### src/sv/full_weighting_restriction_2d_macros.svh
// Assertion macros shared by the restriction block's RTL.
// Define ASSERT_OFF to compile the checks away; no other dependencies.
`ifndef FULL_WEIGHTING_RESTRICTION_2D_MACROS_SVH
`define FULL_WEIGHTING_RESTRICTION_2D_MACROS_SVH
`ifndef ASSERT_OFF
// expr must hold at every clock edge outside reset
`define FWR2D_ASSERT(label, clk, rst_n, expr) \
    label: assert property (@(posedge clk) disable iff (!rst_n) (expr)) \
        else $error("fwr2d assertion failed");
// cons must hold in the same cycle as ante
`define FWR2D_IMPLY(label, clk, rst_n, ante, cons) \
    label: assert property (@(posedge clk) disable iff (!rst_n) (ante) |-> (cons)) \
        else $error("fwr2d implication failed");
// cons must hold in the cycle after ante
`define FWR2D_NEXT(label, clk, rst_n, ante, cons) \
    label: assert property (@(posedge clk) disable iff (!rst_n) (ante) |=> (cons)) \
        else $error("fwr2d next-cycle check failed");
`else
`define FWR2D_ASSERT(label, clk, rst_n, expr)
`define FWR2D_IMPLY(label, clk, rst_n, ante, cons)
`define FWR2D_NEXT(label, clk, rst_n, ante, cons)
`endif
`endif

### src/sv/fwr2d_pkg.sv
// Shared types and constants of the 2-D full-weighting restriction block.
// No dependencies; used by every module of the block.
package fwr2d_pkg;

    localparam int SAMPLE_BITS    = 16;
    localparam int MAX_FINE_WIDTH = 1023;
    localparam int CFG_BITS       = 9;
    localparam int POS_BITS       = 10;
    localparam int SUM_BITS       = SAMPLE_BITS + 4;
    localparam int FIFO_DEPTH     = 3;
    localparam int CNT_BITS       = 2;

    localparam logic [0:0] CFG_IDX_COLS = 1'b0;
    localparam logic [0:0] CFG_IDX_ROWS = 1'b1;

    typedef logic signed [SAMPLE_BITS-1:0] t_sample;

    // one line-store entry: the fine rows one and two above
    typedef struct packed {
        t_sample mid;
        t_sample up;
    } t_line_pair;

    // control of the item in the read-modify-write stage
    typedef struct packed {
        logic                valid;
        logic                emit;
        logic                last;
        logic                fwd;
        logic [POS_BITS-1:0] col;
    } t_s1_ctrl;

    typedef struct packed {
        t_sample value;
        logic    last;
    } t_result;

endpackage

### src/sv/fwr2d_window.sv
// 3x3 window registers and the 1-2-1 / 2-4-2 / 1-2-1 weighted sum.
// Fed by the read-modify-write stage of the top level; uses fwr2d_pkg.
module fwr2d_window (
    input  logic                  i_clk,
    input  logic                  i_rst_n,
    input  fwr2d_pkg::t_s1_ctrl   i_ctrl,
    input  fwr2d_pkg::t_sample    i_up,
    input  fwr2d_pkg::t_sample    i_mid,
    input  fwr2d_pkg::t_sample    i_cur,
    output logic                  o_push,
    output fwr2d_pkg::t_result    o_result
);

    // two previous columns of each window row
    fwr2d_pkg::t_sample r_up1, r_up2, r_mid1, r_mid2, r_cur1, r_cur2;

    logic signed [fwr2d_pkg::SUM_BITS-1:0] corners;
    logic signed [fwr2d_pkg::SUM_BITS-1:0] edges;
    logic signed [fwr2d_pkg::SUM_BITS-1:0] sum;

    always_comb begin
        corners = fwr2d_pkg::SUM_BITS'(r_up2) + fwr2d_pkg::SUM_BITS'(i_up)
                + fwr2d_pkg::SUM_BITS'(r_cur2) + fwr2d_pkg::SUM_BITS'(i_cur);
        edges   = fwr2d_pkg::SUM_BITS'(r_up1) + fwr2d_pkg::SUM_BITS'(r_mid2)
                + fwr2d_pkg::SUM_BITS'(i_mid) + fwr2d_pkg::SUM_BITS'(r_cur1);
        sum     = corners + (edges <<< 1) + (fwr2d_pkg::SUM_BITS'(r_mid1) <<< 2);
    end

    // floor division by 16: drop the low four bits of the two's-complement sum
    assign o_result.value = sum[fwr2d_pkg::SUM_BITS-1:4];
    assign o_result.last  = i_ctrl.last;
    assign o_push         = i_ctrl.valid && i_ctrl.emit;

    always_ff @(posedge i_clk) begin
        if (!i_rst_n) begin
            r_up1  <= '0;
            r_up2  <= '0;
            r_mid1 <= '0;
            r_mid2 <= '0;
            r_cur1 <= '0;
            r_cur2 <= '0;
        end else if (i_ctrl.valid) begin
            r_up2  <= r_up1;
            r_up1  <= i_up;
            r_mid2 <= r_mid1;
            r_mid1 <= i_mid;
            r_cur2 <= r_cur1;
            r_cur1 <= i_cur;
        end
    end

endmodule

### config.mk
export PLATFORM = sky130hd
export DESIGN_NAME = fwr2d_window
export DESIGN_NICKNAME = d
export VERILOG_FILES = /design/src/sv/full_weighting_restriction_2d_macros.svh /design/src/sv/fwr2d_pkg.sv /design/src/sv/fwr2d_window.sv
export SDC_FILE = /design/constraint.sdc
export NUM_CORES = 1
export LEC_CHECK = 0
export ABC_AREA = 1
export ABC_CLOCK_PERIOD_IN_PS = 10500
export BUFFER_PORTS_ARGS = -buffer_cell sky130_fd_sc_hd__buf_2
export CORE_ASPECT_RATIO = 0.6
export CORE_UTILIZATION = 60
export CTS_CLUSTER_DIAMETER = 120
export DETAILED_ROUTE_END_ITERATION = 7
export GPL_TIMING_DRIVEN = 0
export HOLD_SLACK_MARGIN = 0.12
export PLACE_DENSITY = 0.91
export SLEW_MARGIN = 20
export SYNTH_ARGS = -nofsm -noshare
export SYNTH_HDL_FRONTEND = slang
export SYNTH_SLANG_ARGS = --single-unit
### constraint.sdc
create_clock -name i_clk -period 10.5 [get_ports i_clk]
set_input_delay 2.1 -clock i_clk [delete_from_list [all_inputs] [get_ports i_clk]]
set_output_delay 2.1 -clock i_clk [all_outputs]
set_load 0.02 [all_outputs]
==> metrics.yaml <==
clocking:
  cts_setup_buffers: 0
  cts.sinks: 96
  cts_tree: "built"
  numCtsBuffers: 9
  htreeDepth: 3
  cts-root-buf: "clkbuf_16"
  hold_buffers: 0
  clkTransAtPathRegs_ps: 70
  clock_latency_ps: 360
  cts.path.max_buffers: 2
routing:
  drt-total-wl_mm: 21.3
  wl_met3_mm: 2.47
  drc: 0
  postRouteAntennaNets: 0
  vias_per_cell: 5.58
  wire_per_inst_um: 17.4
  drt_iter0_markers: 566
  top_layer: "met4"
  routed-wl-met2_mm: 9.14
  wl_met1_mm: 9.00
  firstDrtPassIters: 5
  num_vias: 6827
logic_synthesis:
  syn_nets: 1178
  ys_types: 34
  synth_top_area_share_pct: 26.1
  synth-seq-cells: 96
  synth_cells: 976
  yosys.area.top_type: "fa_1"
  yosys_warnings: 0
  synthArstFlopShare_pct: 0
  synth_top_cells_by_area: "fa_1 26%, dfxtp_1 25%, inv_1 11%, a21oi_1 7.7%, o21ai_0 6.8%"
  synthTopCellsByCount: "230 x inv_1, 128 x nand2_1, 119 x a21oi_1"
  netlist_area_mm2: 0.00775
  ys.flop_type: "dfxtp_1"
  post-synth-top-count-cell: "inv_1"
  seq_area_frac_synth_pct: 24.8
  synthesis.area_per_instance_um2: 7.94
  synth_edf_count: 0
grt:
  grt-ovfl-total: 0
  antenna_found_initial: 0
  grt_pass1_vias: 7013
  grt_max_degree: 18
  grt_pass1_wl_mm: 34.9
  grt_use_total_pct: 34.5
floorplan:
  start_util_pct: 62.8
  io_pins: 82
  die_w_um: 149
  rows: 31
  coreArea_mm2: 0.0123
  fp.dieH_um: 90.0
  dieArea_mm2: 0.0134
timing:
  rsz0062_at_grt: "no"
  fin_tns_setup_ps: 0
  hold_viol: 0
  fmax_ghz: 0.0997
  fin_crit_sh_pct: 95.6
  setup_viol: 0
  slew_violations: 0
  fin_hold_ws_ps: 492
  period_minus_slack_ps: 10030
  skew_ps: 6.52
  slew_headroom_pct: 40.2
  worst_slew_pin_slew_ps: 897
finish:
  drive_above_1_share_pct: 10.0
  regArea_mm2: 0.00192
  syn_to_final_growth_pct: 10.8
  multi_input_area_mm2: 0.00484
  antenna_cells: 0
  nets: 1256
  num-fill-cells: 996
worst_setup_path:
  endpoint_kind: "primary output"
  start_kind: "input pin"
  path_class: "in -> out"
  r2r_cells: 2
  worstPathArrival_ps: 7930
  rrSetupSlack_ps: 9710
  slowest_delay_ps: 600
  crit_slowest_cell: "fa_1"
  crit_path_max_fanout: 4
  r2r_end: "r_cur2[15]$_SDFFE_PN0P_"
  critPathTopFamily: "adder cells"
  cp_common_cell: "fa_1"
  cp_num_cells: 26
  cp_num_buf_inv: 6
  r2r_start: "r_cur2[15]$_SDFFE_PN0P_"
  crit_required_ps: 8400
place:
  dp_hpwl_mm: 17.1
  io_buffers: 67
  place_congestion: 0.983
hold_path:
  min_path_cells: 2
  hp-start: "r_mid2[1]$_SDFFE_PN0P_"
  min_to: "r_mid2[1]$_SDFFE_PN0P_"
  hp-class: "reg -> reg"
status:
  status: "finished, final reports clean"
job:
  cap_violations: 0
[metrics by stage]
stage          setup WS, ps  utilization (%)  cells  instance area, um^2
2_1_floorplan          1260                -    976                 7750
3_3_place_gp            567             67.2   1208                 8290
3_5_place_dp            557             67.2   1208                 8290
4_1_cts                 443             69.6   1224                 8580
5_1_grt                55.4             69.6   1224                 8580
6_report                466             69.6   1224                 8580
[cells by family (layout without fill, tap and decap cells)]
group / after synthesis / after routing / synth area share (%)
compound gates: 241 / 241 / 16.2
fa+ha+maj: 138 / 138 / 32.1
xor+xnor: 21 / 21 / 2.37
buf+inv: 262 / 345 / 12.8
simple gates: 218 / 218 / 11.8
flops: 96 / 96 / 24.8
[layout make-up]
| cell class | count | share of cell area (%) |
|---|---|---|
| buffer | 31 | 1.44 |
| clock buffer | 10 | 2.78 |
| clock inverter | 6 | 0.583 |
| inverter | 231 | 10.1 |
| multi-input combinational | 618 | 56.4 |
| sequential | 96 | 22.4 |
| tap | 165 | 2.41 |
| timing repair buffer | 67 | 3.91 |
[per-layer routing]
layer  global-route usage (%)  up-vias
met5                        0        -
met1                     46.0     3260
li1                         -     3167
met2                     51.8      346
met4                     12.7        0
met3                     11.7       54
[state kept, by name, summed over array words and instances (netlist names)]
register	count
r_up2	16
r_up1	16
r_cur2	16
r_mid1	16
r_cur1	16
r_mid2	16
[timing repair]
action / in CTS / in global routing
hold endpoints to repair: 0 / 0
endpoints found under the setup margin: 0 / 1
gates resized for setup: 0 / 1
[worst reg2reg max path, stage by stage (launching register included)]
cell,delay (ps)
dfxtp_1,440
inv_1,140
a21oi_1,140
[cells in the final DEF (no fill, tap or decap), types with 4 or more instances in the layout]
| master | count |
|---|---|
| buf_2 | 70 |
| dfxtp_1 | 96 |
| clkbuf_16 | 9 |
| o21ai_1 | 6 |
| fa_1 | 101 |
| nand3_1 | 23 |
| inv_1 | 230 |
| nand2_1 | 128 |
| nor3_1 | 5 |
| xor2_1 | 9 |
| buf_1 | 4 |
| ha_1 | 37 |
| o21ai_0 | 106 |
| clkbuf_1 | 23 |
| a21oi_1 | 119 |
| nor2_1 | 43 |
| xnor2_1 | 12 |
| nand2_2 | 7 |
[how the worst max path moves through the flow]
| stage | start | end |
|---|---|---|
| CTS | i_mid[1] | o_result[16] |
| global route | i_mid[1] | o_result[16] |
| global placement | i_mid[1] | o_result[16] |
| finish | i_mid[1] | o_result[16] |
| detailed placement | i_mid[1] | o_result[16] |
| floorplan | i_mid[1] | o_result[16] |
Power is left out: the tool's default activity adds up to more than one toggle a clock period on the data nets, which glitch-free logic cannot reach.
