### config.mk
export PLATFORM = sky130hd
export DESIGN_NAME = fwr2d_out_fifo
export DESIGN_NICKNAME = d
export VERILOG_FILES = /design/src/sv/fwr2d_pkg.sv /design/src/sv/fwr2d_out_fifo.sv
export VERILOG_INCLUDE_DIRS = /design/src /design/src/sv
export SDC_FILE = /design/constraint.sdc
export NUM_CORES = 1
export LEC_CHECK = 0
export ABC_AREA = 1
export BUFFER_PORTS_ARGS = -buffer_cell sky130_fd_sc_hd__buf_4
export CORE_MARGIN = 1.5
export CORE_UTILIZATION = 45
export CTS_CLUSTER_SIZE = 40
export DETAILED_ROUTE_END_ITERATION = 16
export PLACE_DENSITY = 0.66
export SETUP_SLACK_MARGIN = 0.4
export SLEW_MARGIN = 10
export SYNTH_ARGS = -nofsm -noshare
export SYNTH_HDL_FRONTEND = slang
export SYNTH_SLANG_ARGS = --single-unit
### constraint.sdc
create_clock -name i_clk -period 3.75 [get_ports i_clk]
set_clock_uncertainty 0.05 [all_clocks]
set_input_delay 0.75 -clock i_clk [delete_from_list [all_inputs] [get_ports i_clk]]
set_output_delay 0.75 -clock i_clk [all_outputs]
set_load 0.05 [all_outputs]
### src/sv/full_weighting_restriction_2d_macros.svh
// Assertion macros shared by the restriction block's RTL.
// Define ASSERT_OFF to compile the checks away; no other dependencies.
`ifndef FULL_WEIGHTING_RESTRICTION_2D_MACROS_SVH
`define FULL_WEIGHTING_RESTRICTION_2D_MACROS_SVH
`ifndef ASSERT_OFF
// expr must hold at every clock edge outside reset
`define FWR2D_ASSERT(label, clk, rst_n, expr) \
    label: assert property (@(posedge clk) disable iff (!rst_n) (expr)) \
        else $error("fwr2d assertion failed");
// cons must hold in the same cycle as ante
`define FWR2D_IMPLY(label, clk, rst_n, ante, cons) \
    label: assert property (@(posedge clk) disable iff (!rst_n) (ante) |-> (cons)) \
        else $error("fwr2d implication failed");
// cons must hold in the cycle after ante
`define FWR2D_NEXT(label, clk, rst_n, ante, cons) \
    label: assert property (@(posedge clk) disable iff (!rst_n) (ante) |=> (cons)) \
        else $error("fwr2d next-cycle check failed");
`else
`define FWR2D_ASSERT(label, clk, rst_n, expr)
`define FWR2D_IMPLY(label, clk, rst_n, ante, cons)
`define FWR2D_NEXT(label, clk, rst_n, ante, cons)
`endif
`endif

### src/sv/fwr2d_pkg.sv
// Shared types and constants of the 2-D full-weighting restriction block.
// No dependencies; used by every module of the block.
package fwr2d_pkg;

    localparam int SAMPLE_BITS    = 16;
    localparam int MAX_FINE_WIDTH = 1023;
    localparam int CFG_BITS       = 9;
    localparam int POS_BITS       = 10;
    localparam int SUM_BITS       = SAMPLE_BITS + 4;
    localparam int FIFO_DEPTH     = 3;
    localparam int CNT_BITS       = 2;

    localparam logic [0:0] CFG_IDX_COLS = 1'b0;
    localparam logic [0:0] CFG_IDX_ROWS = 1'b1;

    typedef logic signed [SAMPLE_BITS-1:0] t_sample;

    // one line-store entry: the fine rows one and two above
    typedef struct packed {
        t_sample mid;
        t_sample up;
    } t_line_pair;

    // control of the item in the read-modify-write stage
    typedef struct packed {
        logic                valid;
        logic                emit;
        logic                last;
        logic                fwd;
        logic [POS_BITS-1:0] col;
    } t_s1_ctrl;

    typedef struct packed {
        t_sample value;
        logic    last;
    } t_result;

endpackage

### src/sv/fwr2d_out_fifo.sv
// Three-entry result queue that decouples the output side from the pipeline.
// Uses fwr2d_pkg and the block's assertion macros.
`include "full_weighting_restriction_2d_macros.svh"
module fwr2d_out_fifo (
    input  logic                          i_clk,
    input  logic                          i_rst_n,
    input  logic                          i_push,
    input  fwr2d_pkg::t_result            i_data,
    output logic                          o_valid,
    output fwr2d_pkg::t_result            o_data,
    input  logic                          i_ready,
    output logic [fwr2d_pkg::CNT_BITS-1:0] o_count
);

    fwr2d_pkg::t_result r_q [0:fwr2d_pkg::FIFO_DEPTH-1];
    logic [fwr2d_pkg::CNT_BITS-1:0] r_wr_ptr, r_rd_ptr, r_count;
    logic [fwr2d_pkg::CNT_BITS-1:0] n_wr_ptr, n_rd_ptr, n_count;
    logic pop;

    localparam logic [fwr2d_pkg::CNT_BITS-1:0] LAST_PTR =
        fwr2d_pkg::CNT_BITS'(fwr2d_pkg::FIFO_DEPTH - 1);
    localparam logic [fwr2d_pkg::CNT_BITS-1:0] FULL_CNT =
        fwr2d_pkg::CNT_BITS'(fwr2d_pkg::FIFO_DEPTH);

    assign o_valid = (r_count != '0);
    assign o_data  = r_q[r_rd_ptr];
    assign o_count = r_count;
    assign pop     = o_valid && i_ready;

    always_comb begin
        n_wr_ptr = r_wr_ptr;
        n_rd_ptr = r_rd_ptr;
        n_count  = r_count;
        if (i_push) begin
            n_wr_ptr = (r_wr_ptr == LAST_PTR) ? '0 : r_wr_ptr + 1'b1;
        end
        if (pop) begin
            n_rd_ptr = (r_rd_ptr == LAST_PTR) ? '0 : r_rd_ptr + 1'b1;
        end
        if (i_push && !pop) begin
            n_count = r_count + 1'b1;
        end else if (pop && !i_push) begin
            n_count = r_count - 1'b1;
        end
    end

    always_ff @(posedge i_clk) begin
        if (i_push) begin
            r_q[r_wr_ptr] <= i_data;
        end
    end

    always_ff @(posedge i_clk) begin
        if (!i_rst_n) begin
            r_wr_ptr <= '0;
            r_rd_ptr <= '0;
            r_count  <= '0;
        end else begin
            r_wr_ptr <= n_wr_ptr;
            r_rd_ptr <= n_rd_ptr;
            r_count  <= n_count;
        end
    end

    `FWR2D_ASSERT(a_count_bound, i_clk, i_rst_n, r_count <= FULL_CNT)
    `FWR2D_IMPLY(a_no_overflow, i_clk, i_rst_n, i_push && !pop, r_count != FULL_CNT)
    `FWR2D_IMPLY(a_ptr_gap, i_clk, i_rst_n, r_count == '0 || r_count == FULL_CNT, r_wr_ptr == r_rd_ptr)

endmodule

==> results.sh <==
export IMPL_outcome="finished, final reports clean"
export IMPL_cts_htree_levels=3
export IMPL_die_y_um=74.0
export IMPL_layout_min_cycle_time_ns=2.57
export IMPL_slew_headroom=0.455
export IMPL_cts_root_buf="clkbuf_8"
export IMPL_worst_pin_slew_ns=0.817
export IMPL_crit_family="flip-flops"
export IMPL_power_density_nw_per_um2=618
export IMPL_cp_end_kind="output pin"
export IMPL_min_from="r_wr_ptr[1]$_SDFFE_PN0P_"
export IMPL_grt_setup_unrepaired="no"
export IMPL_drtAntennaViolNets=0
export IMPL_track_usage=0.165
export IMPL_core_area_um2=4790
export IMPL_final_cells=294
export IMPL_routed_via_density=4.87
export IMPL_r2r_end="r_q[0][5]$_DFFE_PP_"
export IMPL_post_cts_setup_buffers=0
export IMPL_clockBufferDepth=2
export IMPL_worstPathArrival_ns=1.77
export IMPL_io_pins=41
export IMPL_vdd_ir_drop_max_mv=0.325
export IMPL_setup_viol=0
export IMPL_cp_start_kind="flip-flop"
export IMPL_grt_pass1_vias=1295
export IMPL_path_max_fanout=18
export IMPL_io_buffer_count=40
export IMPL_die_area_um2=5470
export IMPL_syn_area_um2=2270
export IMPL_numCtsBuffers=9
export IMPL_min_path_type="flip-flop to flip-flop"
export IMPL_drc_errors=0
export IMPL_worst_path_buf_inv=1
export IMPL_clock_sinks=59
export IMPL_cts_reportedPaths_clkPinSlew_ns=0.06
export IMPL_synth_area_leaders="edfxtp_1, a21oi_1, dfxtp_1"
export IMPL_final_core_util=0.575
export IMPL_routabilityCongestion=0.759
export IMPL_overflow=0
export IMPL_avgSynthCellArea_um2=12.9
export IMPL_routedWlPerCell_um=14.0
export IMPL_grt_max_degree=19
export IMPL_leakage_nw=1.07
export IMPL_area_growth_pct=21.4
export IMPL_start_util=0.474
export IMPL_synthCells=176
export IMPL_mostFrequentLayoutCells="edfxtp_1, buf_4, a21oi_1"
export IMPL_drt_pass1_iterations=4
export IMPL_drtIter0Drc=87
export IMPL_crit_top_cell="a21oi_1"
export IMPL_drive_above_1_share=0.247
export IMPL_hold_violations=0
export IMPL_worst_setup_path_type="flip-flop to output pin"
export IMPL_setup_total_negative_slack_ns=0
export IMPL_clock_latency_ns=0.33
export IMPL_min_period_over_period=0.686
export IMPL_placedCellCount=278
export IMPL_path_cells="a21oi_1 -> a21oi_1 -> buf_4"
export IMPL_seq_area_frac_synth=0.746
export IMPL_hold_buffers=0
export IMPL_max_stage_delay_ns=0.85
export IMPL_cts_resized=0
export IMPL_slew_viol_final=0
export IMPL_via_count=1433
export IMPL_worst_r2r_setup_slack_ns=2.26
export IMPL_dp_hpwl_um=2480
export IMPL_drt_wl_total_um=4120
export IMPL_crit_end="o_data[14]"
export IMPL_final_common_cell="edfxtp_1"
export IMPL_fmax_mhz=389
export IMPL_grt_pass1_wl_um=6200
export IMPL_yosysTopAreaCell="edfxtp_1"
export IMPL_final_nets=244
export IMPL_antenna_found_initial=0
export IMPL_ff2ff_path_depth=3
export IMPL_rows=25
export IMPL_critical_path_required_ns=2.95
export IMPL_drv_cap=0
export IMPL_r2r_start="r_wr_ptr[1]$_SDFFE_PN0P_"
export IMPL_path_depth=3
export IMPL_die_w_um=74.0
export IMPL_total_power_mw=1.70
export IMPL_synth_top_cell_area_share=0.675
export IMPL_ys_ff_latch=59
export IMPL_ys_types=19
export IMPL_cts_tree="built"
export IMPL_synth_warnings=0
export IMPL_insertedDiodeCount=0
export IMPL_critPathSlowestCell="dfxtp_1"
export IMPL_whs_ns=0.409
export IMPL_synthesis_nets=198
[through the flow]
stage	instance area (µm²)	setup slack, ns
floorplan	2270	1.29
global placement	2590	1.56
detailed placement	2590	1.50
CTS	2750	1.14
global route	2750	1.04
finish	2750	1.18
[worst min-delay path by stage]
stage	depth (start not counted)	to
final	2	r_wr_ptr[1]$_SDFFE_PN0P_
after global routing	2	r_wr_ptr[1]$_SDFFE_PN0P_
after CTS	2	r_wr_ptr[1]$_SDFFE_PN0P_
after detailed placement	2	r_wr_ptr[1]$_SDFFE_PN0P_
after global placement	2	r_wr_ptr[1]$_SDFFE_PN0P_
after floorplan	2	r_wr_ptr[1]$_SDFFE_PN0P_
[power by group]
part	total [mW]	internal [mW]	switching, mW
sequential	0.789	0.753	0.0361
combinational	0.439	0.129	0.310
clock	0.473	0.260	0.213
[cell usage after synthesis]
cell and instances:
nand2_1 26, nand4_1 1, ha_1 1, buf_12 1, nor2_1 22, a21oi_1 37
buf_6 4, dfxtp_1 8, nand3_1 3, o21a_1 1, inv_4 1, inv_8 1
o21ai_0 1, edfxtp_1 51, buf_4 1, inv_1 13, nor3_1 1, nand2_2 2
o211ai_1 1
[metal layers]
| layer | global-route usage | up-vias | share of wire |
|---|---|---|---|
| met5 | 0 | - | 0 |
| met4 | 0.0782 | 0 | 0.015 |
| met3 | 0.0691 | 7 | 0.065 |
| li1 | - | 706 | - |
| met2 | 0.244 | 44 | 0.48 |
| met1 | 0.211 | 676 | 0.44 |
[sequential cells by signal, summed over array words and instances, names as in the netlist, named ones only]
| register | cells |
|---|---|
| r_q | 51 |
| o_count | 2 |
| r_rd_ptr | 2 |
| r_wr_ptr | 2 |
[area by class of cell]
type	instances	area, µm²
Multi-Input combinational cell	96	442
Clock buffer	16	160
Fill cell	394	2030
Tap cell	67	83.8
Sequential cell	59	1690
Inverter	15	66.3
Timing Repair Buffer	41	308
[worst reg2reg max path, delay by kind of cell (launching register included)]
kind | cells | cell delay [ns]
flops | 1 | 0.31
simple gates | 1 | 0.09
buf+inv | 2 | 0.67
[cell families (layout without fill, tap and decap cells)]
family                     count (synthesis)  in the layout  share of synthesized area
AOI/OAI and AO/OA                         40             40                     0.0905
adders and majority gates                  1              1                    0.00552
DFF                                       59             59                      0.746
and+or+nand+nor                           55             55                     0.0966
buffers and inverters                     21             72                     0.0613
Power figures use the tool's default switching activity.
